--- config.mk ---
export PLATFORM = sky130hd
export DESIGN_NAME = token_scanner
export DESIGN_NICKNAME = d
export VERILOG_FILES = /design/src/hdl/tkn_pkg.sv /design/src/hdl/tkn_queue.sv /design/src/hdl/tkn_front.sv /design/src/hdl/tkn_back.sv /design/src/hdl/token_scanner.sv
export SDC_FILE = /design/constraint.sdc
export NUM_CORES = 1
export LEC_CHECK = 0
export BUFFER_PORTS_ARGS = -buffer_cell sky130_fd_sc_hd__buf_2
export CAP_MARGIN = 30
export CORE_MARGIN = 4
export CORE_UTILIZATION = 35
export DETAILED_ROUTE_END_ITERATION = 10
export MAX_ROUTING_LAYER = met4
export PLACE_DENSITY = 0.47
export SLEW_MARGIN = 5
export SYNTH_ARGS = -nofsm -noshare
export SYNTH_HDL_FRONTEND = slang
export SYNTH_SLANG_ARGS = --single-unit
--- constraint.sdc ---
create_clock -name clock -period 22.1 [get_ports clock]
set_input_delay 3.315 -clock clock [delete_from_list [all_inputs] [get_ports clock]]
set_output_delay 3.315 -clock clock [all_outputs]
set_load 0.01 [all_outputs]
--- src/hdl/tkn_pkg.sv ---
`default_nettype none

package tkn_pkg;

   // Default widths of the position and length counters.
   localparam int OFFSET_BITS_DEF = 32;
   localparam int LINE_BITS_DEF   = 20;
   localparam int COLUMN_BITS_DEF = 16;
   localparam int LENGTH_BITS_DEF = 16;

   // Depth of the group queue between the scanner and the output stage.
   localparam int QUEUE_DEPTH_DEF = 2;

   // Fixed widths of the token kind and of the character value.
   localparam int KIND_W = 5;
   localparam int CHAR_W = 8;

   // One input byte yields at most this many results.
   localparam int GROUP_SLOTS = 3;
   localparam int GROUP_CNT_W = 2;

   // Token kinds as they appear on the result channel.
   typedef enum logic [KIND_W-1:0] {
      K_LPAREN = 5'd0,
      K_RPAREN = 5'd1,
      K_DOT    = 5'd2,
      K_COMMA  = 5'd3,
      K_SEMI   = 5'd4,
      K_PLUS   = 5'd5,
      K_MINUS  = 5'd6,
      K_STAR   = 5'd7,
      K_SLASH  = 5'd8,
      K_IDENT  = 5'd9,
      K_FALSE  = 5'd10,
      K_TRUE   = 5'd11,
      K_NUMBER = 5'd12,
      K_STRING = 5'd13,
      K_ERROR  = 5'd14,
      K_EOF    = 5'd15,
      K_SBYTE  = 5'd16
   } kind_type;

   // Scanner modes between bytes.
   typedef enum logic [2:0] {
      MODE_IDLE,
      MODE_LEAD_DOT,
      MODE_IDENT,
      MODE_NUM_INT,
      MODE_NUM_DOT,
      MODE_NUM_FRAC,
      MODE_STRING,
      MODE_ESCAPE
   } mode_type;

   // Keyword tracker codes: "f" starts false, "t" starts true.
   localparam logic [3:0] KW_NONE       = 4'd0;
   localparam logic [3:0] KW_F_FIRST    = 4'd1;
   localparam logic [3:0] KW_F_LAST     = 4'd4;
   localparam logic [3:0] KW_FALSE_DONE = 4'd5;
   localparam logic [3:0] KW_T_FIRST    = 4'd6;
   localparam logic [3:0] KW_T_LAST     = 4'd8;
   localparam logic [3:0] KW_TRUE_DONE  = 4'd9;

   localparam logic [CHAR_W-1:0] FALSE_TAIL [4] = '{"a", "l", "s", "e"};
   localparam logic [CHAR_W-1:0] TRUE_TAIL  [3] = '{"r", "u", "e"};

   // Character codes.
   localparam logic [CHAR_W-1:0] CH_TAB    = 8'h09;
   localparam logic [CHAR_W-1:0] CH_LF     = 8'h0A;
   localparam logic [CHAR_W-1:0] CH_CR     = 8'h0D;
   localparam logic [CHAR_W-1:0] CH_SPACE  = 8'h20;
   localparam logic [CHAR_W-1:0] CH_DQUOTE = 8'h22;
   localparam logic [CHAR_W-1:0] CH_SQUOTE = 8'h27;
   localparam logic [CHAR_W-1:0] CH_LPAREN = 8'h28;
   localparam logic [CHAR_W-1:0] CH_RPAREN = 8'h29;
   localparam logic [CHAR_W-1:0] CH_STAR   = 8'h2A;
   localparam logic [CHAR_W-1:0] CH_PLUS   = 8'h2B;
   localparam logic [CHAR_W-1:0] CH_COMMA  = 8'h2C;
   localparam logic [CHAR_W-1:0] CH_MINUS  = 8'h2D;
   localparam logic [CHAR_W-1:0] CH_DOT    = 8'h2E;
   localparam logic [CHAR_W-1:0] CH_SLASH  = 8'h2F;
   localparam logic [CHAR_W-1:0] CH_SEMI   = 8'h3B;
   localparam logic [CHAR_W-1:0] CH_BSLASH = 8'h5C;
   localparam logic [CHAR_W-1:0] CH_LOW_F  = 8'h66;
   localparam logic [CHAR_W-1:0] CH_LOW_N  = 8'h6E;
   localparam logic [CHAR_W-1:0] CH_LOW_T  = 8'h74;

   function automatic logic is_dec_char(input logic [CHAR_W-1:0] c);
      return c inside {["0":"9"]};
   endfunction

   function automatic logic is_head(input logic [CHAR_W-1:0] c);
      return c inside {["a":"z"], ["A":"Z"], "_"};
   endfunction

   function automatic logic is_space(input logic [CHAR_W-1:0] c);
      return c inside {CH_SPACE, CH_TAB, CH_CR, CH_LF};
   endfunction

   // Advance the keyword tracker by one identifier byte.
   function automatic logic [3:0] kw_next(input logic [3:0] kp, input logic [CHAR_W-1:0] c);
      logic [3:0] r;
      r = KW_NONE;
      if (kp >= KW_F_FIRST && kp <= KW_F_LAST) begin
         if (c == FALSE_TAIL[2'(kp - KW_F_FIRST)]) begin
            r = kp + 4'd1;
         end
      end else if (kp >= KW_T_FIRST && kp <= KW_T_LAST) begin
         if (c == TRUE_TAIL[2'(kp - KW_T_FIRST)]) begin
            r = kp + 4'd1;
         end
      end
      return r;
   endfunction

endpackage

`default_nettype wire

--- src/hdl/tkn_queue.sv ---
`default_nettype none

module tkn_queue #(
   parameter int WIDTH = 8,
   parameter int DEPTH = tkn_pkg::QUEUE_DEPTH_DEF
) (
   input  wire logic             clock,
   input  wire logic             reset,
   input  wire logic             push,
   input  wire logic [WIDTH-1:0] push_data,
   output logic                  full,
   output logic                  head_valid,
   output logic [WIDTH-1:0]      head_data,
   input  wire logic             pop
);

   localparam int PTR_W = (DEPTH > 1) ? $clog2(DEPTH) : 1;
   localparam int CNT_W = $clog2(DEPTH + 1);

   logic [WIDTH-1:0] slot_ff [DEPTH];
   logic [PTR_W-1:0] wr_ptr_ff, wr_ptr_in;
   logic [PTR_W-1:0] rd_ptr_ff, rd_ptr_in;
   logic [CNT_W-1:0] cnt_ff, cnt_in;

   function automatic logic [PTR_W-1:0] ptr_step(input logic [PTR_W-1:0] p);
      return (p == PTR_W'(DEPTH - 1)) ? '0 : p + 1'b1;
   endfunction

   // Status and head of the queue.
   assign full       = (cnt_ff == CNT_W'(DEPTH));
   assign head_valid = (cnt_ff != '0);
   assign head_data  = slot_ff[rd_ptr_ff];

   // Pointer and fill count updates.
   always_comb begin
      wr_ptr_in = push ? ptr_step(wr_ptr_ff) : wr_ptr_ff;
      rd_ptr_in = pop ? ptr_step(rd_ptr_ff) : rd_ptr_ff;
      cnt_in    = cnt_ff;
      if (push && !pop) begin
         cnt_in = cnt_ff + 1'b1;
      end else if (pop && !push) begin
         cnt_in = cnt_ff - 1'b1;
      end
   end

   always_ff @(posedge clock) begin
      if (reset) begin
         wr_ptr_ff <= '0;
         rd_ptr_ff <= '0;
         cnt_ff    <= '0;
      end else begin
         wr_ptr_ff <= wr_ptr_in;
         rd_ptr_ff <= rd_ptr_in;
         cnt_ff    <= cnt_in;
      end
   end

   // Group storage.
   always_ff @(posedge clock) begin
      if (push) begin
         slot_ff[wr_ptr_ff] <= push_data;
      end
   end

   // A group is never written into a full queue, and the count stays in range.
   a_no_overflow: assert property (@(posedge clock) disable iff (reset) push |-> !full)
      else $error("group written into a full queue");
   a_cnt_range: assert property (@(posedge clock) disable iff (reset)
      cnt_ff <= CNT_W'(DEPTH))
      else $error("queue count out of range");

endmodule

`default_nettype wire

--- src/hdl/tkn_front.sv ---
`default_nettype none

module tkn_front #(
   parameter int OFFSET_BITS = tkn_pkg::OFFSET_BITS_DEF,
   parameter int LINE_BITS   = tkn_pkg::LINE_BITS_DEF,
   parameter int COLUMN_BITS = tkn_pkg::COLUMN_BITS_DEF,
   parameter int LENGTH_BITS = tkn_pkg::LENGTH_BITS_DEF,
   parameter int GRP_W       = tkn_pkg::GROUP_CNT_W + tkn_pkg::GROUP_SLOTS *
      (tkn_pkg::KIND_W + OFFSET_BITS + LINE_BITS + COLUMN_BITS + LENGTH_BITS
       + tkn_pkg::CHAR_W)
) (
   input  wire logic                     clock,
   input  wire logic                     reset,
   input  wire logic                     req_valid,
   output logic                          req_ready,
   input  wire logic [tkn_pkg::CHAR_W-1:0] req_ch,
   input  wire logic                     req_end_of_source,
   output logic                          grp_push,
   output logic [GRP_W-1:0]              grp_data,
   input  wire logic                     grp_full
);

   localparam int REC_W = tkn_pkg::KIND_W + OFFSET_BITS + LINE_BITS + COLUMN_BITS
      + LENGTH_BITS + tkn_pkg::CHAR_W;
   localparam int CW    = tkn_pkg::CHAR_W;

   // Scanner state.
   tkn_pkg::mode_type        mode_ff, mode_in;
   logic [OFFSET_BITS-1:0]   offset_ff, offset_in;
   logic [LINE_BITS-1:0]     line_ff, line_in;
   logic [COLUMN_BITS-1:0]   col_ff, col_in;
   logic [OFFSET_BITS-1:0]   tok_off_ff, tok_off_in;
   logic [LINE_BITS-1:0]     tok_line_ff, tok_line_in;
   logic [COLUMN_BITS-1:0]   tok_col_ff, tok_col_in;
   logic [LENGTH_BITS-1:0]   tok_len_ff, tok_len_in;
   logic [3:0]               kw_ff, kw_in;
   logic                     quote_ff, quote_in;
   logic [OFFSET_BITS-1:0]   dot_off_ff, dot_off_in;
   logic [LINE_BITS-1:0]     dot_line_ff, dot_line_in;
   logic [COLUMN_BITS-1:0]   dot_col_ff, dot_col_in;

   // Result candidates: pending token, held dot, token at the current byte.
   logic                     v0, v1, v2;
   tkn_pkg::kind_type        kind0, kind2, kind_ident;
   logic [LENGTH_BITS-1:0]   len0, len2, len_inc;
   logic [CW-1:0]            cv0;
   logic                     do_idle, begin_tok;
   tkn_pkg::mode_type        begin_mode;
   logic                     accept;
   logic [REC_W-1:0]         rec0, rec1, rec2, slot0, slot1;
   logic [tkn_pkg::GROUP_CNT_W-1:0] grp_cnt;

   function automatic logic [OFFSET_BITS-1:0] sat_off(input logic [OFFSET_BITS-1:0] v);
      return (&v) ? v : v + 1'b1;
   endfunction

   function automatic logic [LINE_BITS-1:0] sat_line(input logic [LINE_BITS-1:0] v);
      return (&v) ? v : v + 1'b1;
   endfunction

   function automatic logic [COLUMN_BITS-1:0] sat_col(input logic [COLUMN_BITS-1:0] v);
      return (&v) ? v : v + 1'b1;
   endfunction

   function automatic logic [LENGTH_BITS-1:0] sat_len(input logic [LENGTH_BITS-1:0] v);
      return (&v) ? v : v + 1'b1;
   endfunction

   assign req_ready = !grp_full;
   assign accept    = req_valid && req_ready;

   assign len_inc    = sat_len(tok_len_ff);
   assign kind_ident = (kw_ff == tkn_pkg::KW_FALSE_DONE) ? tkn_pkg::K_FALSE :
                       (kw_ff == tkn_pkg::KW_TRUE_DONE)  ? tkn_pkg::K_TRUE  :
                                                           tkn_pkg::K_IDENT;

   // Classify the byte against the current mode and compute the next state.
   always_comb begin
      mode_in     = mode_ff;
      offset_in   = offset_ff;
      line_in     = line_ff;
      col_in      = col_ff;
      tok_off_in  = tok_off_ff;
      tok_line_in = tok_line_ff;
      tok_col_in  = tok_col_ff;
      tok_len_in  = tok_len_ff;
      kw_in       = kw_ff;
      quote_in    = quote_ff;
      dot_off_in  = dot_off_ff;
      dot_line_in = dot_line_ff;
      dot_col_in  = dot_col_ff;
      v0          = 1'b0;
      v1          = 1'b0;
      v2          = 1'b0;
      kind0       = tkn_pkg::K_NUMBER;
      kind2       = tkn_pkg::K_ERROR;
      len0        = tok_len_ff;
      len2        = LENGTH_BITS'(1);
      cv0         = '0;
      do_idle     = 1'b0;
      begin_tok   = 1'b0;
      begin_mode  = tkn_pkg::MODE_IDLE;

      if (accept && req_end_of_source) begin
         // End of source flushes the pending token, adds eof, and restarts.
         case (mode_ff)
            tkn_pkg::MODE_LEAD_DOT: begin
               v0    = 1'b1;
               kind0 = tkn_pkg::K_DOT;
            end
            tkn_pkg::MODE_IDENT: begin
               v0    = 1'b1;
               kind0 = kind_ident;
            end
            tkn_pkg::MODE_NUM_INT, tkn_pkg::MODE_NUM_FRAC: begin
               v0    = 1'b1;
               kind0 = tkn_pkg::K_NUMBER;
            end
            tkn_pkg::MODE_NUM_DOT: begin
               v0    = 1'b1;
               v1    = 1'b1;
               kind0 = tkn_pkg::K_NUMBER;
            end
            tkn_pkg::MODE_STRING, tkn_pkg::MODE_ESCAPE: begin
               v0    = 1'b1;
               kind0 = tkn_pkg::K_STRING;
            end
            default: begin
            end
         endcase
         v2          = 1'b1;
         kind2       = tkn_pkg::K_EOF;
         len2        = '0;
         mode_in     = tkn_pkg::MODE_IDLE;
         offset_in   = '0;
         line_in     = LINE_BITS'(1);
         col_in      = COLUMN_BITS'(1);
         tok_off_in  = '0;
         tok_line_in = LINE_BITS'(1);
         tok_col_in  = COLUMN_BITS'(1);
         tok_len_in  = '0;
         kw_in       = tkn_pkg::KW_NONE;
         quote_in    = 1'b0;
         dot_off_in  = '0;
         dot_line_in = LINE_BITS'(1);
         dot_col_in  = COLUMN_BITS'(1);
      end else if (accept) begin
         // Continue or close the token in progress.
         case (mode_ff)
            tkn_pkg::MODE_LEAD_DOT: begin
               if (tkn_pkg::is_dec_char(req_ch)) begin
                  tok_len_in = len_inc;
                  mode_in    = tkn_pkg::MODE_NUM_INT;
               end else begin
                  v0      = 1'b1;
                  kind0   = tkn_pkg::K_DOT;
                  do_idle = 1'b1;
               end
            end
            tkn_pkg::MODE_IDENT: begin
               if (tkn_pkg::is_head(req_ch) || tkn_pkg::is_dec_char(req_ch)) begin
                  tok_len_in = len_inc;
                  kw_in      = tkn_pkg::kw_next(kw_ff, req_ch);
               end else begin
                  v0      = 1'b1;
                  kind0   = kind_ident;
                  do_idle = 1'b1;
               end
            end
            tkn_pkg::MODE_NUM_INT: begin
               if (tkn_pkg::is_dec_char(req_ch)) begin
                  tok_len_in = len_inc;
               end else if (req_ch == tkn_pkg::CH_DOT) begin
                  dot_off_in  = offset_ff;
                  dot_line_in = line_ff;
                  dot_col_in  = col_ff;
                  mode_in     = tkn_pkg::MODE_NUM_DOT;
               end else begin
                  v0      = 1'b1;
                  kind0   = tkn_pkg::K_NUMBER;
                  do_idle = 1'b1;
               end
            end
            tkn_pkg::MODE_NUM_DOT: begin
               if (tkn_pkg::is_dec_char(req_ch)) begin
                  // The held dot and this digit both join the number.
                  tok_len_in = sat_len(len_inc);
                  mode_in    = tkn_pkg::MODE_NUM_FRAC;
               end else begin
                  v0      = 1'b1;
                  v1      = 1'b1;
                  kind0   = tkn_pkg::K_NUMBER;
                  do_idle = 1'b1;
               end
            end
            tkn_pkg::MODE_NUM_FRAC: begin
               if (tkn_pkg::is_dec_char(req_ch)) begin
                  tok_len_in = len_inc;
               end else begin
                  v0      = 1'b1;
                  kind0   = tkn_pkg::K_NUMBER;
                  do_idle = 1'b1;
               end
            end
            tkn_pkg::MODE_STRING: begin
               tok_len_in = len_inc;
               len0       = len_inc;
               if (req_ch == tkn_pkg::CH_BSLASH) begin
                  mode_in = tkn_pkg::MODE_ESCAPE;
               end else if (req_ch == (quote_ff ? tkn_pkg::CH_SQUOTE : tkn_pkg::CH_DQUOTE)) begin
                  v0      = 1'b1;
                  kind0   = tkn_pkg::K_STRING;
                  mode_in = tkn_pkg::MODE_IDLE;
               end else begin
                  v0    = 1'b1;
                  kind0 = tkn_pkg::K_SBYTE;
                  cv0   = req_ch;
               end
            end
            tkn_pkg::MODE_ESCAPE: begin
               tok_len_in = len_inc;
               len0       = len_inc;
               v0         = 1'b1;
               kind0      = tkn_pkg::K_SBYTE;
               cv0        = (req_ch == tkn_pkg::CH_LOW_N) ? tkn_pkg::CH_LF  :
                            (req_ch == tkn_pkg::CH_LOW_T) ? tkn_pkg::CH_TAB : req_ch;
               mode_in    = tkn_pkg::MODE_STRING;
            end
            default: begin
               do_idle = 1'b1;
            end
         endcase

         // Between tokens: punctuation, errors, or the start of a new token.
         if (do_idle) begin
            mode_in = tkn_pkg::MODE_IDLE;
            v2      = 1'b1;
            case (req_ch)
               tkn_pkg::CH_LPAREN: kind2 = tkn_pkg::K_LPAREN;
               tkn_pkg::CH_RPAREN: kind2 = tkn_pkg::K_RPAREN;
               tkn_pkg::CH_COMMA:  kind2 = tkn_pkg::K_COMMA;
               tkn_pkg::CH_SEMI:   kind2 = tkn_pkg::K_SEMI;
               tkn_pkg::CH_PLUS:   kind2 = tkn_pkg::K_PLUS;
               tkn_pkg::CH_MINUS:  kind2 = tkn_pkg::K_MINUS;
               tkn_pkg::CH_STAR:   kind2 = tkn_pkg::K_STAR;
               tkn_pkg::CH_SLASH:  kind2 = tkn_pkg::K_SLASH;
               tkn_pkg::CH_DOT: begin
                  v2         = 1'b0;
                  begin_tok  = 1'b1;
                  begin_mode = tkn_pkg::MODE_LEAD_DOT;
               end
               tkn_pkg::CH_DQUOTE, tkn_pkg::CH_SQUOTE: begin
                  v2         = 1'b0;
                  begin_tok  = 1'b1;
                  begin_mode = tkn_pkg::MODE_STRING;
                  quote_in   = (req_ch == tkn_pkg::CH_SQUOTE);
               end
               default: begin
                  if (tkn_pkg::is_space(req_ch)) begin
                     v2 = 1'b0;
                  end else if (tkn_pkg::is_head(req_ch)) begin
                     v2         = 1'b0;
                     begin_tok  = 1'b1;
                     begin_mode = tkn_pkg::MODE_IDENT;
                     kw_in      = (req_ch == tkn_pkg::CH_LOW_F) ? tkn_pkg::KW_F_FIRST :
                                  (req_ch == tkn_pkg::CH_LOW_T) ? tkn_pkg::KW_T_FIRST :
                                                                  tkn_pkg::KW_NONE;
                  end else if (tkn_pkg::is_dec_char(req_ch)) begin
                     v2         = 1'b0;
                     begin_tok  = 1'b1;
                     begin_mode = tkn_pkg::MODE_NUM_INT;
                  end else begin
                     kind2 = tkn_pkg::K_ERROR;
                  end
               end
            endcase
            if (begin_tok) begin
               tok_off_in  = offset_ff;
               tok_line_in = line_ff;
               tok_col_in  = col_ff;
               tok_len_in  = LENGTH_BITS'(1);
               mode_in     = begin_mode;
            end
         end

         // Position of the next byte.
         offset_in = sat_off(offset_ff);
         if (req_ch == tkn_pkg::CH_LF) begin
            line_in = sat_line(line_ff);
            col_in  = COLUMN_BITS'(1);
         end else begin
            col_in  = sat_col(col_ff);
         end
      end
   end

   // Build the records and pack them in emission order.
   always_comb begin
      rec0 = {kind0, tok_off_ff, tok_line_ff, tok_col_ff, len0, cv0};
      rec1 = {tkn_pkg::K_DOT, dot_off_ff, dot_line_ff, dot_col_ff,
              LENGTH_BITS'(1), CW'(0)};
      rec2 = {kind2, offset_ff, line_ff, col_ff, len2, CW'(0)};
      slot0   = v0 ? rec0 : rec2;
      slot1   = v1 ? rec1 : rec2;
      grp_cnt = tkn_pkg::GROUP_CNT_W'({1'b0, v0}) + tkn_pkg::GROUP_CNT_W'({1'b0, v1})
              + tkn_pkg::GROUP_CNT_W'({1'b0, v2});
   end

   assign grp_data = {grp_cnt, rec2, slot1, slot0};
   assign grp_push = accept && (grp_cnt != '0);

   always_ff @(posedge clock) begin
      if (reset) begin
         mode_ff     <= tkn_pkg::MODE_IDLE;
         offset_ff   <= '0;
         line_ff     <= LINE_BITS'(1);
         col_ff      <= COLUMN_BITS'(1);
         tok_off_ff  <= '0;
         tok_line_ff <= LINE_BITS'(1);
         tok_col_ff  <= COLUMN_BITS'(1);
         tok_len_ff  <= '0;
         kw_ff       <= tkn_pkg::KW_NONE;
         quote_ff    <= 1'b0;
         dot_off_ff  <= '0;
         dot_line_ff <= LINE_BITS'(1);
         dot_col_ff  <= COLUMN_BITS'(1);
      end else begin
         mode_ff     <= mode_in;
         offset_ff   <= offset_in;
         line_ff     <= line_in;
         col_ff      <= col_in;
         tok_off_ff  <= tok_off_in;
         tok_line_ff <= tok_line_in;
         tok_col_ff  <= tok_col_in;
         tok_len_ff  <= tok_len_in;
         kw_ff       <= kw_in;
         quote_ff    <= quote_in;
         dot_off_ff  <= dot_off_in;
         dot_line_ff <= dot_line_in;
         dot_col_ff  <= dot_col_in;
      end
   end

   // Line and column are one-based and never wrap to zero.
   a_pos_nonzero: assert property (@(posedge clock) disable iff (reset)
      (line_ff != '0) && (col_ff != '0))
      else $error("line or column reached zero");
   // End of source returns the scanner to the start of a new source.
   a_eos_restart: assert property (@(posedge clock) disable iff (reset)
      (accept && req_end_of_source) |=> (offset_ff == '0) && (mode_ff == tkn_pkg::MODE_IDLE))
      else $error("scanner did not restart after end of source");

endmodule

`default_nettype wire

--- src/hdl/tkn_back.sv ---
`default_nettype none

module tkn_back #(
   parameter int OFFSET_BITS = tkn_pkg::OFFSET_BITS_DEF,
   parameter int LINE_BITS   = tkn_pkg::LINE_BITS_DEF,
   parameter int COLUMN_BITS = tkn_pkg::COLUMN_BITS_DEF,
   parameter int LENGTH_BITS = tkn_pkg::LENGTH_BITS_DEF,
   parameter int GRP_W       = tkn_pkg::GROUP_CNT_W + tkn_pkg::GROUP_SLOTS *
      (tkn_pkg::KIND_W + OFFSET_BITS + LINE_BITS + COLUMN_BITS + LENGTH_BITS
       + tkn_pkg::CHAR_W)
) (
   input  wire logic                      clock,
   input  wire logic                      reset,
   input  wire logic                      grp_valid,
   input  wire logic [GRP_W-1:0]          grp_data,
   output logic                           grp_pop,
   output logic                           rsp_valid,
   input  wire logic                      rsp_ready,
   output logic [tkn_pkg::KIND_W-1:0]     rsp_kind,
   output logic [OFFSET_BITS-1:0]         rsp_start_offset,
   output logic [LINE_BITS-1:0]           rsp_start_line,
   output logic [COLUMN_BITS-1:0]         rsp_start_column,
   output logic [LENGTH_BITS-1:0]         rsp_token_length,
   output logic [tkn_pkg::CHAR_W-1:0]     rsp_char_value,
   output logic                           rsp_last_of_run
);

   localparam int CW    = tkn_pkg::CHAR_W;
   localparam int REC_W = tkn_pkg::KIND_W + OFFSET_BITS + LINE_BITS + COLUMN_BITS
      + LENGTH_BITS + CW;
   localparam int CNT_W = tkn_pkg::GROUP_CNT_W;
   localparam int LEN_LO  = CW;
   localparam int COL_LO  = LEN_LO + LENGTH_BITS;
   localparam int LINE_LO = COL_LO + COLUMN_BITS;
   localparam int OFF_LO  = LINE_LO + LINE_BITS;
   localparam int KIND_LO = OFF_LO + OFFSET_BITS;

   logic [CNT_W-1:0]               idx_ff, idx_in;
   logic                           valid_ff, valid_in;
   logic [REC_W-1:0]               rec_ff, rec_in;
   logic                           last_ff, last_in;
   logic [CNT_W-1:0]               grp_cnt;
   logic [REC_W-1:0]               rec_sel;
   logic                           load, is_last;

   assign grp_cnt = grp_data[GRP_W-1 -: CNT_W];
   assign rec_sel = grp_data[idx_ff * REC_W +: REC_W];
   assign is_last = ((idx_ff + 1'b1) == grp_cnt);

   // Move one record of the head group into the output register per beat.
   always_comb begin
      load     = grp_valid && (!valid_ff || rsp_ready);
      grp_pop  = load && is_last;
      idx_in   = idx_ff;
      valid_in = valid_ff;
      rec_in   = rec_ff;
      last_in  = last_ff;
      if (load) begin
         valid_in = 1'b1;
         rec_in   = rec_sel;
         last_in  = is_last;
         idx_in   = is_last ? '0 : idx_ff + 1'b1;
      end else if (rsp_ready) begin
         valid_in = 1'b0;
      end
   end

   always_ff @(posedge clock) begin
      if (reset) begin
         idx_ff   <= '0;
         valid_ff <= 1'b0;
      end else begin
         idx_ff   <= idx_in;
         valid_ff <= valid_in;
      end
   end

   always_ff @(posedge clock) begin
      rec_ff  <= rec_in;
      last_ff <= last_in;
   end

   assign rsp_valid        = valid_ff;
   assign rsp_kind         = rec_ff[KIND_LO +: tkn_pkg::KIND_W];
   assign rsp_start_offset = rec_ff[OFF_LO +: OFFSET_BITS];
   assign rsp_start_line   = rec_ff[LINE_LO +: LINE_BITS];
   assign rsp_start_column = rec_ff[COL_LO +: COLUMN_BITS];
   assign rsp_token_length = rec_ff[LEN_LO +: LENGTH_BITS];
   assign rsp_char_value   = rec_ff[CW-1:0];
   assign rsp_last_of_run  = last_ff;

   // The record index stays inside the head group and rests at zero without one.
   a_idx_in_group: assert property (@(posedge clock) disable iff (reset)
      grp_valid |-> (idx_ff < grp_cnt))
      else $error("record index beyond group size");
   a_idx_rest: assert property (@(posedge clock) disable iff (reset)
      !grp_valid |-> (idx_ff == '0))
      else $error("record index left mid-group with queue empty");

endmodule

`default_nettype wire

--- src/hdl/token_scanner.sv ---
`default_nettype none

// Channel   Direction  Handshake            Beat contents
// req_      in         req_valid/req_ready  ch, end_of_source
// rsp_      out        rsp_valid/rsp_ready  kind, start_offset, start_line, start_column,
//                                           token_length, char_value, last_of_run
//
// One source byte is accepted per cycle while req_ready is high; its results pass the
// group queue and the output register. A byte yielding k results (k at most 3) gives
// k result beats, one per cycle while rsp_ready allows; the queue absorbs the difference.
// req_ready falls only while the group queue holds QUEUE_DEPTH groups.
// Synchronous reset empties the queue and restarts at offset 0, line 1, column 1.

module token_scanner #(
   parameter int OFFSET_BITS = tkn_pkg::OFFSET_BITS_DEF,
   parameter int LINE_BITS   = tkn_pkg::LINE_BITS_DEF,
   parameter int COLUMN_BITS = tkn_pkg::COLUMN_BITS_DEF,
   parameter int LENGTH_BITS = tkn_pkg::LENGTH_BITS_DEF,
   parameter int QUEUE_DEPTH = tkn_pkg::QUEUE_DEPTH_DEF
) (
   input  wire logic                       clock,
   input  wire logic                       reset,
   input  wire logic                       req_valid,
   output logic                            req_ready,
   input  wire logic [tkn_pkg::CHAR_W-1:0] req_ch,
   input  wire logic                       req_end_of_source,
   output logic                            rsp_valid,
   input  wire logic                       rsp_ready,
   output logic [tkn_pkg::KIND_W-1:0]      rsp_kind,
   output logic [OFFSET_BITS-1:0]          rsp_start_offset,
   output logic [LINE_BITS-1:0]            rsp_start_line,
   output logic [COLUMN_BITS-1:0]          rsp_start_column,
   output logic [LENGTH_BITS-1:0]          rsp_token_length,
   output logic [tkn_pkg::CHAR_W-1:0]      rsp_char_value,
   output logic                            rsp_last_of_run
);

   localparam int GRP_W = tkn_pkg::GROUP_CNT_W + tkn_pkg::GROUP_SLOTS *
      (tkn_pkg::KIND_W + OFFSET_BITS + LINE_BITS + COLUMN_BITS + LENGTH_BITS
       + tkn_pkg::CHAR_W);

   logic             push, full, head_valid, pop;
   logic [GRP_W-1:0] push_data, head_data;

   // Scanner: classifies each byte and writes its results as one group.
   tkn_front #(
      .OFFSET_BITS (OFFSET_BITS),
      .LINE_BITS   (LINE_BITS),
      .COLUMN_BITS (COLUMN_BITS),
      .LENGTH_BITS (LENGTH_BITS),
      .GRP_W       (GRP_W)
   ) u_front (
      .clock             (clock),
      .reset             (reset),
      .req_valid         (req_valid),
      .req_ready         (req_ready),
      .req_ch            (req_ch),
      .req_end_of_source (req_end_of_source),
      .grp_push          (push),
      .grp_data          (push_data),
      .grp_full          (full)
   );

   // Group queue between scanner and output stage.
   tkn_queue #(
      .WIDTH (GRP_W),
      .DEPTH (QUEUE_DEPTH)
   ) u_queue (
      .clock      (clock),
      .reset      (reset),
      .push       (push),
      .push_data  (push_data),
      .full       (full),
      .head_valid (head_valid),
      .head_data  (head_data),
      .pop        (pop)
   );

   // Output stage: one result beat per cycle while rsp_ready allows.
   tkn_back #(
      .OFFSET_BITS (OFFSET_BITS),
      .LINE_BITS   (LINE_BITS),
      .COLUMN_BITS (COLUMN_BITS),
      .LENGTH_BITS (LENGTH_BITS),
      .GRP_W       (GRP_W)
   ) u_back (
      .clock            (clock),
      .reset            (reset),
      .grp_valid        (head_valid),
      .grp_data         (head_data),
      .grp_pop          (pop),
      .rsp_valid        (rsp_valid),
      .rsp_ready        (rsp_ready),
      .rsp_kind         (rsp_kind),
      .rsp_start_offset (rsp_start_offset),
      .rsp_start_line   (rsp_start_line),
      .rsp_start_column (rsp_start_column),
      .rsp_token_length (rsp_token_length),
      .rsp_char_value   (rsp_char_value),
      .rsp_last_of_run  (rsp_last_of_run)
   );

endmodule

`default_nettype wire

**Yosys cells after proc, flatten, opt, wreduce, memory -nomap -nowiden**

Memory sizes are Yosys's and may differ from the RTL's. A register that Yosys moved wholly into a read port is not among the register bits.
Index checks and enable logic that the tools add are counted.

- Memories kept: 1
- Word-level logic and storage cells: 250
- Bits in writable memories: 540
- Output and inout bits: 100
- Input port bits: 13
- Register bits: 333

Memory list:

| memory | words | width | read ports | clocked after Yosys merged registers in | write ports | RTL line | RTL |
|---|---|---|---|---|---|---|---|
| u_queue.slot_ff | 2 | 270 | 1 | 1 | 1 | tkn_queue.sv:20 | `logic [WIDTH-1:0] slot_ff [DEPTH];` |

- Bitwise operators: 5
- Muxes and demuxes: 109
- Shift operators: 1
- Equal/unequal tests: 40
- Multiply operators: 1
- $lt $le $gt $ge: 12
- Add/subtract/negate cells: 15
- Reduce and logical (&&, ||, !) cells: 46

Operators with widths:

| kind | count |
|---|---|
| variable part select 293 x 10 -> 97 bit | 1 |
| two-way mux 97 bit | 2 |
| two-way mux 16 bit | 12 |
| equality test 8 x 6 -> 1 bit, second input constant | 12 |
| two-way mux 8 bit | 10 |
| one-hot mux 16 bit (4 select lines) | 1 |
| adder 16 x 1 -> 16 bit, second input constant | 3 |
| two-way mux 4 bit | 12 |
| AND reduction 16 bit | 3 |
| two-way mux 5 bit | 9 |
| equality test 8 x 7 -> 1 bit, second input constant | 5 |
| two-way mux 3 bit | 12 |
| two-way mux 1 bit | 34 |
| adder 32 x 1 -> 32 bit, second input constant | 1 |
| binary-select mux 8 bit (select 2 bit) | 2 |
| one-hot mux 4 bit (8 select lines) | 1 |
| AND reduction 32 bit | 1 |
| equality test 8 x 4 -> 1 bit, second input constant | 3 |
| equality test 8 bit | 3 |
| adder 20 x 1 -> 20 bit, second input constant | 1 |
| one-hot mux 5 bit (4 select lines) | 1 |
| AND reduction 20 bit | 1 |
| greater-or-equal comparator 8 x 7 -> 1 bit, second input constant | 2 |
| less-or-equal comparator 8 x 7 -> 1 bit, second input constant | 2 |
| 52 further kinds | 95 |

**Depth between registers and ports, before layout**

Gate-level depths: netlist of the first run.

- Depth in word-level cells: 18
- Gate-level depth with buffers: 17
- Depth with buffers taken out: 13

**Modules after synthesis**

Synthesis of the first run repeated with hierarchy kept, for this count alone.

- Cell total of the unflattened synthesis: 3484
- Area, all modules: 41559.9 um^2

Modules (own cells, without submodules):

| module | seq. area each (um^2) | area an instance (um^2) | instances | cells each |
|---|---|---|---|---|
| tkn_queue | 17697.0 | 22521.6 | 1 | 934 |
| tkn_front | 4564.4 | 13862.0 | 1 | 2107 |
| tkn_back | 3002.9 | 5176.2 | 1 | 443 |

**Worst setup path after synthesis of the first run**

Ideal clock, no wire load.

- Path type: in2reg
- Start point: in req_ch[3] in the netlist's numbering
- End point: mem u_queue.slot_ff[0][0] in the netlist's numbering (enable)
- Data required time: 21215 ps
- Setup slack: 4593 ps
- Arrival: 16622 ps
- Stages: 13
- Setup time: 885 ps
- Buffers on the path: 4
- Path through: clkbuf_1 and3b_1 nand4_1 o21ai_0 or3b_1 and2_1 buf_4 inv_2 buf_4 buf_2 fa_1 a21oi_1 nor2b_1

- Cells in the longest elaborated chain, start to end: 16
- Elaborated cells on any way between the ends: 57
- Those cells by class: add/sub: 2; order compare: 6; eq/ne: 17; mux: 22; reduce/logical: 10

Ends and longest elaborated chain:

| item | RTL line | RTL |
|---|---|---|
| from (decl) | token_scanner.sv:25 | `input wire logic [tkn_pkg::CHAR_W-1:0] req_ch,` |
| greater-or-equal comparator 8 x 7 -> 1 bit or less-or-equal comparator 8 x 7 -> 1 bit (tied branches) | tkn_pkg.sv:93 | `return c inside {["a":"z"], ["A":"Z"], "_"};` |
| logical AND 1 bit | tkn_pkg.sv:93 |  |
| nonzero test 3 bit | tkn_pkg.sv:93 |  |
| logical OR 1 bit | tkn_front.sv:161 | `if (tkn_pkg::is_head(req_ch) \|\| tkn_pkg::is_dec_char(req_ch)) begin` |
| two-way mux 1 bit | tkn_front.sv:161 |  |
| one-hot mux 1 bit (4 select lines) | tkn_front.sv:149 | `case (mode_ff)` |
| two-way mux 1 bit | tkn_front.sv:147 | `end else if (accept) begin` |
| two-way mux 1 bit | tkn_front.sv:104 | `if (accept && req_end_of_source) begin` |
| two-way mux 1 bit | tkn_front.sv:235 | `if (do_idle) begin` |
| two-way mux 1 bit | tkn_front.sv:147 |  |
| two-way mux 1 bit | tkn_front.sv:104 |  |
| adder 2 x 1 -> 2 bit * | tkn_front.sv:306 | `+ tkn_pkg::GROUP_CNT_W'({1'b0, v2});` |
| nonzero test 2 bit * | tkn_front.sv:310 | `assign grp_push = accept && (grp_cnt != '0);` |
| logical AND 1 bit * | tkn_front.sv:310 |  |
| net push | token_scanner.sv:42 | `logic push, full, head_valid, pop;` |
| two-way mux 1 bit * | tkn_queue.sv:60 | `if (push) begin` |
| two-way mux 1 bit (implied by the code) * | tkn_queue.sv:61 | `slot_ff[wr_ptr_ff] <= push_data;` |
| to (decl) | tkn_queue.sv:20 |  |

The timed path passes the listed nets; every way through them passes the cells marked *. The select of a mux whose other input is x is not followed.

**Worst setup path in the final report of the first run**

- Start point: in req_ch[2] in the netlist's numbering
- End point: mem u_queue.slot_ff[1][248] in the netlist's numbering (enable)

The elaborated chain is that of the path after synthesis.

==> results of run 1 <==
[cells by family after synthesis]
logic type | synth area share (%)
AO/OA/AOI/OAI | 8.00
XOR/XNOR | 1.85
adder cells (fa/ha/maj) | 0.480
buffers and inverters | 3.66
flip-flops | 63.2
multiplexers | 7.76
AND/OR/NAND/NOR | 15.1
[tightest hold or removal path, cell delays in order, from the launching register on]
cell and delay (ps):
sky130_fd_sc_hd__dfxtp_1 310, sky130_fd_sc_hd__nand2_1 50, sky130_fd_sc_hd__a21oi_1 50
[cells in the final DEF, fill, tap and decap left out, types with 60 or more instances in the layout]
| master | netlist | layout |
|---|---|---|
| sky130_fd_sc_hd__a21oi_1 | 210 | 210 |
| sky130_fd_sc_hd__buf_2 | 34 | 113 |
| sky130_fd_sc_hd__clkbuf_16 | 0 | 93 |
| sky130_fd_sc_hd__dfxtp_1 | 236 | 233 |
| sky130_fd_sc_hd__edfxtp_1 | 588 | 588 |
| sky130_fd_sc_hd__inv_1 | 90 | 89 |
| sky130_fd_sc_hd__mux2i_1 | 106 | 106 |
| sky130_fd_sc_hd__mux4_2 | 73 | 73 |
| sky130_fd_sc_hd__nand2_1 | 769 | 769 |
| sky130_fd_sc_hd__nand3_1 | 63 | 63 |
| sky130_fd_sc_hd__nor2_1 | 160 | 160 |
| sky130_fd_sc_hd__o21ai_0 | 60 | 60 |
| sky130_fd_sc_hd__o22ai_1 | 81 | 81 |
[cell type report]
class	count	area, sq um	share of cell area, %
flip-flops and latches	824	22400	55.9
multi-input cells	1950	11800	29.5
clock buffers	131	2500	6.24
well taps	1357	1700	4.24
repair buffers	154	1030	2.57
inverters	93	353	0.880
clock inverters	40	303	0.755
diodes	1	2.50	0.00624
[metrics by stage]
step	instance area [sq um]	std cells	total power [mW]
2_1_floorplan	35400	3092	2.69
4_1_cts	40100	4549	4.47
6_report	40100	4550	4.39
5_1_grt	40100	4550	4.61
3_5_place_dp	37300	4378	3.01
3_3_place_gp	37100	4369	2.99
[routing by layer]
layer | vias up | global-route usage (%)
met5 | - | -
met4 | 0 | 6.38
met3 | 152 | 2.61
met2 | 544 | 30.0
met1 | 11629 | 23.4
li1 | 11087 | -
[state kept, by name, indices dropped and copies added, names as in the netlist, 20 cells and up, named ones only]
signal,count
u_front.tok_off_ff,32
u_front.tok_line_ff,20
u_queue.slot_ff,490
u_front.dot_off_ff,32
u_front.line_ff,20
u_front.offset_ff,32
u_front.dot_line_ff,20
u_back.rec_ff,97
[worst paths after layout]
check | cells past startpoint | slack (ps) | end
setup / recovery | 12 | 13670 | u_queue.slot_ff[1][248]$_DFFE_PP_
hold / removal | 2 | 450 | u_front.dot_off_ff[12]$_SDFFE_PP0P_
setup reg to reg | 12 | 15660 | u_queue.slot_ff[1][248]$_DFFE_PP_
hold reg to reg | 2 | 450 | u_front.dot_off_ff[12]$_SDFFE_PP0P_
[power by group]
part,total [mW],switching (mW),internal [mW],leakage [nW]
Combinational,0.900,0.592,0.308,4.83
Sequential,2.05,0.0916,1.96,7.32
Clock,1.44,0.617,0.823,1.37
Total,4.39,1.30,3.09,13.5
==> impl_results.md, run 1 <==
- Result of the run: completed
- Worst Setup Start Kind: input port
- Min-delay src: u_front.dot_off_ff[12]$_SDFFE_PP0P_
- Pins over their slew limit: 0
- Part of the cycle the worst path needs: a little under two fifths
- PostCTS Resize Cnt: 0
- Worst setup timing slack at the placement stage: ~13000 ps
- Data arrival time of the worst path: 8670 ps
- Final min period: about 8400 ps
- Peak supply drop: 82.8 uV
- Yosys top cell by area: sky130_fd_sc_hd__edfxtp_1
- Number of global-route vias before repair: ~24000
- Highest routing layer actually used: met4
- Number of placement rows: 116
- Core region area: approximately 100000 sq um
- Max stage delay on crit path: ~730 ps
- Most common cell in the netlist: sky130_fd_sc_hd__nand2_1
- Post CTS Setup Buffer Count: 0
- Initial antenna violation count: 2
- Biggest area contributors in the synthesized netlist: sky130_fd_sc_hd__edfxtp_1 (50%), sky130_fd_sc_hd__dfxtp_1 (13%), sky130_fd_sc_hd__nand2_1 (8.1%)
- Top_reg_cell synth: sky130_fd_sc_hd__edfxtp_1
- Total number of H-tree levels: 3
- Kind of critical path: input port to flop
- Total number of clock tree sinks: approximately 800
- Worst hold path type: flop to flop
- Layout-stage area growth over the synthesis result: 13.1%
- Sequential-to-total area share from yosys stat: a little over three fifths
- Max transition margin: ~17%
- Final clock skew: roughly 43 ps
- Crit path max-delay family: buffers and inverters
- LEAKAGE: approximately 14 nW
- Total of buffers placed on input and output ports: 112
- CP Buf/Inv Count: 3
- Total Routed Length: 96000 microns
- Avg Inst Size Synth: about 11 sq um
- Fraction of layout instances using a drive strength above 1: 12.7%
- Die footprint: 106000 sq um
- GRT Total Usage: a little under a fifth
- Met2 routed WL: 46700 microns
- Antenna Violating Nets Remaining: 0
- Synth cell count leaders: sky130_fd_sc_hd__nand2_1 (769), sky130_fd_sc_hd__edfxtp_1 (588), sky130_fd_sc_hd__dfxtp_1 (236)
- Via count of the routed design: 23412
- Number of buffers added by the clock tree synthesis step: 91
- Number of nets in the layout: ~3100
- Count of synthesis-stage warnings from yosys: 0
- Post-route met1 wirelength: around 42000 microns
- Total iterations of the first detailed-routing run: 5
- GP Congestion: ~0.86
- WL per Instance: between 20 and 25 microns
- Cells traversed along the worst timing path: buf_2 -> or3_4 -> o311ai_4 -> o21ai_0 -> a31oi_1 -> or3b_1 -> and2_2 -> clkinv_2 -> fa_1 -> a21oi_1 -> and2_4 -> buf_12
- CTS tree: done
- Kind of end point of the critical path: flop
- Launching point of the worst reg2reg path: u_front.mode_ff[1]$_SDFFE_PP0P_
- Root Driver: sky130_fd_sc_hd__clkbuf_16
- Total congestion overflow after global routing: 0
- Avg Vias per Cell: 5.15
- Routed met3 length: 4250 microns
- Crit path from: req_ch[2]
- Fill cells: 9546
- Largest net degree at the start of global routing: 167
- Data required time of the critical path: 22340 ps
- Measured slew at the worst slew-check pin: 1240 ps
- Synth top area share: 49.8%
- Final core occ: between 30% and 40%
- Post-CTS clock slew at the launch and capture registers of the worst setup and hold paths: ~60 ps
- Setup repair after global routing missed its margin: no
- CTS Hold Bufs: 0
- Residual DRC: 0
- Half-perimeter wire length after detailed placement: ~57000 microns
- Width of the chip: about 330 microns
- Fin Setup TNS: 0 ps
- Max Clk Rate: 119 MHz
- Netlist cell types: between 90 and 100
- Max-Cap Viols: 0
- Fin worst setup slack: ~14000 ps
- Post-synth EDFFs: between 500 and 600
- Worst hold slack across all endpoints: 449 ps
- Detailed router's first-iteration violation count: between 1500 and 2000
- Die height: between 300 and 400 microns
- Critical-path maximum fanout: between 150 and 200
- Maximum root-to-sink buffer count: 3
- P per Cell Area: about 110 nW/um^2
- Share of flip-flops with an asynchronous set or reset: 0%
- # IOs: between 100 and 150
- Latest clock arrival within the worst-skew pair: 660 ps
- Crit-path slowest cell: sky130_fd_sc_hd__fa_1
- Number of hold violations in the final report: 0
- Count of final setup violators: 0
- Effective utilization at floorplan: a little over a third
- First-pass GRT wire length: 147000 microns
- Yosys reg bits: between 800 and 900
- Count of mapped cells out of synthesis: approximately 3000
- Post-synth design cell area: between 30000 and 40000 sq um
- Net count after synthesis: ~3100
Note: power is estimated with default switching activity, not from simulation.
==> inputs of run 2 (changes only) <==
ABC_AREA = 1   (was default)
clock period = 8 ns   (was 22.1 ns; I/O delays follow)
==> run 2 against run 1 <==
Clock skew down 12 ps; first-iteration DRC count up 1.4%; clock power rose to 2.9 times the previous value; synthesized cell count up 16%; hold slack worse by 4.7 ps; sequential power rose to 2.9 times the previous value; core utilization up 0.25 points; largest power group unchanged.
==> impl_results.md, run 2 <==
- Antenna Violating Nets Remaining: 0
- Min-delay src: u_front.tok_line_ff[9]$_SDFFE_PP0P_
- Largest net degree at the start of global routing: 130
- CTS Hold Bufs: 0
- Total iterations of the first detailed-routing run: 5
- Total Routed Length: 97900 microns
- Worst hold path depth: 2
- Worst reg-to-reg setup slack: between 3000 and 4000 ps
- Data arrival time of the worst path: roughly 5100 ps
- Measured slew at the worst slew-check pin: 1100 ps
- Kind of critical path: input port to flop
- Post-synth EDFFs: 588
- Part of the cycle the worst path needs: around three fifths
- Result of the run: completed
- Area occupied by multi-input gates: ~11000 sq um
- Kind of end point of the critical path: flop
- Critical-path maximum fanout: about 130
- Area taken by flip-flops and latches: between 20000 and 25000 sq um
- Maximum root-to-sink buffer count: 3
- LEAKAGE: between 10 and 15 nW
- Die height: roughly 330 microns
- Number of inserted diodes: 0
- WL per Instance: just under 20 microns
- Avg Vias per Cell: approximately 5.1
- Number of flip-flops in the largest register: 490
- Final clock skew: between 30 and 40 ps
- Initial antenna violation count: 2
- Registers with the most flip-flops: u_queue.slot_ff (490), u_back.rec_ff (97)
- Post-synth design cell area: 35400 sq um
- Total number of H-tree levels: 3
- Yosys reg bits: between 800 and 900
- Depth of the most critical reg-to-reg path: 11
- Number of nets in the layout: roughly 3700
- Half-perimeter wire length after detailed placement: a little under 60000 microns
- Synth top area share: between 40 and 50%
- Net count after synthesis: 3623
- Effective utilization at floorplan: 35.3%
- Crit path from: req_ch[1]
- Via count of the routed design: ~26000
- Avg Inst Size Synth: between 9 and 10 sq um
- Total congestion overflow after global routing: 0
- Share of flip-flops with an asynchronous set or reset: 0%
- Number of placement rows: around 120
- Number of hold violations in the final report: 0
- Post-CTS clock slew at the launch and capture registers of the worst setup and hold paths: ~50 ps
- PostCTS Resize Cnt: 0
- Yosys top cell by area: sky130_fd_sc_hd__edfxtp_1
- Pins over their slew limit: 0
- Netlist cell types: 60
- Number of global-route vias before repair: approximately 25000
- Residual DRC: 0
- Fin Setup TNS: 0 ps
- # IOs: 113
- Total Power Consumption: 13.5 mW
- Fin worst setup slack: roughly 3100 ps
- Total number of clock tree sinks: just over 800
- Setup repair after global routing missed its margin: no
- Detailed router's first-iteration violation count: about 1900
- Biggest register: u_queue.slot_ff
- Biggest area contributors in the synthesized netlist: sky130_fd_sc_hd__edfxtp_1 (50%), sky130_fd_sc_hd__dfxtp_1 (13%), sky130_fd_sc_hd__o21ai_0 (8.2%)
- Fraction of layout instances using a drive strength above 1: 9.90%
- Most common cell in the netlist: sky130_fd_sc_hd__edfxtp_1
- Width of the chip: 326 microns
- R2r endpoint: u_queue.slot_ff[1][126]$_DFFE_PP_
- GP Congestion: slightly below 0.9
- GRT Total Usage: around 19%
- Final core occ: around two fifths
- Count of final setup violators: 0
- Max Clk Rate: between 200 and 250 MHz
- Most used cells in the layout excluding fill and tap cells: sky130_fd_sc_hd__edfxtp_1 (588), sky130_fd_sc_hd__o21ai_0 (581), sky130_fd_sc_hd__nor2_1 (515)
- First-pass GRT wire length: 151000 microns
- Number of buffers added by the clock tree synthesis step: 92
- Worst hold slack across all endpoints: approximately 440 ps
- Die footprint: around 110000 sq um
- Most common cell after layout, fill and taps aside: sky130_fd_sc_hd__edfxtp_1
- Data required time of the critical path: between 8000 and 9000 ps
- Peak supply drop: between 200 and 300 uV
- Layout-stage area growth over the synthesis result: 13.8%
- Final min period: a little under 5000 ps
- Post CTS Setup Buffer Count: 0
- Worst setup timing slack at the placement stage: 2620 ps
- P per Cell Area: approximately 330 nW/um^2
- Max-Cap Viols: 0
- Launching point of the worst reg2reg path: u_queue.cnt_ff[0]$_SDFFE_PP0P_
- Sequential-to-total area share from yosys stat: between 60 and 70%
- Worst hold path endpoint: u_front.tok_line_ff[9]$_SDFFE_PP0P_
- Max transition margin: a little over a quarter
- Root Driver: sky130_fd_sc_hd__clkbuf_16
- Fill cells: a little under 10000
- Latest clock arrival within the worst-skew pair: ~660 ps
- Synth cell count leaders: sky130_fd_sc_hd__edfxtp_1 (588), sky130_fd_sc_hd__o21ai_0 (581), sky130_fd_sc_hd__nor2_1 (519)
- Top_reg_cell synth: sky130_fd_sc_hd__edfxtp_1
- CTS tree: done
- Count of mapped cells out of synthesis: 3597
- Worst hold path type: flop to flop
- Total of buffers placed on input and output ports: around 110
- Count of synthesis-stage warnings from yosys: 0
- Core region area: ~100000 sq um
- Worst Setup Start Kind: input port
-- run 2: layout make-up --
cell class                      instances  area share [%]
Sequential cell                       824            55.5
Timing Repair Buffer                  151            2.51
Clock inverter                         42            1.04
Inverter                              273            2.57
Clock buffer                          131            6.40
Tap cell                             1357            4.21
Multi-Input combinational cell       2295            27.8
-- run 2: cells by family after synthesis --
logic type	count (synthesis)	share of synthesized area (%)
AOI/OAI and AO/OA	1062	16.1
xor gates and xnor gates	28	0.713
adders and majority gates	13	0.480
buffers and inverters	478	5.41
DFF	824	63.2
muxes	1	0.0282
and+or+nand+nor	1191	14.1
-- run 2: per-layer routing --
metal	global-route usage (%)	wire length, microns	vias to the layer above
met2	28.7	44100	574
met5	-	0	-
met1	25.9	47200	12451
met3	2.26	4530	133
li1	-	-	12650
met4	5.05	2070	0
-- run 2: worst max path at each step --
stage	to	slack, ps	cells past startpoint
3_3_place_gp	u_queue.slot_ff[1][225]$_DFFE_PP_	2610	16
5_1_grt	u_queue.slot_ff[1][225]$_DFFE_PP_	2950	18
3_5_place_dp	u_queue.slot_ff[1][95]$_DFFE_PP_	2620	18
2_1_floorplan	u_queue.slot_ff[1][0]$_DFFE_PP_	-2310	18
6_report	u_queue.slot_ff[1][126]$_DFFE_PP_	3140	18
4_1_cts	u_queue.slot_ff[1][95]$_DFFE_PP_	3310	18
-- run 2: stage by stage --
stage,std cells,cell area (sq um)
after floorplan,3597,35400
after global routing,5073,40300
after global placement,4893,37200
after CTS,5070,40300
after detailed placement,4897,37300
final,5073,40300
-- run 2: report_power, final --
group	switching (mW)	total [mW]	internal [mW]
logic	2.46	3.33	0.871
registers	0.274	5.93	5.66
clock network	1.72	4.20	2.48
total	4.46	13.5	9.00
-- run 2: worst max-delay path, stage by stage --
cell                       delay (ps)
sky130_fd_sc_hd__buf_2            180
sky130_fd_sc_hd__clkinv_2         120
sky130_fd_sc_hd__nand2_2           70
sky130_fd_sc_hd__nor2_2           120
sky130_fd_sc_hd__nand2_2          100
sky130_fd_sc_hd__a21oi_4          160
sky130_fd_sc_hd__buf_4            380
sky130_fd_sc_hd__nor2_1           100
sky130_fd_sc_hd__nand2_1           90
sky130_fd_sc_hd__nand2_2           70
sky130_fd_sc_hd__nor2_4           110
sky130_fd_sc_hd__nand2_2          180
sky130_fd_sc_hd__a21oi_1          290
sky130_fd_sc_hd__fa_1             450
sky130_fd_sc_hd__a21oi_1          310
sky130_fd_sc_hd__inv_1            170
sky130_fd_sc_hd__nor2_4           170
sky130_fd_sc_hd__buf_12           410
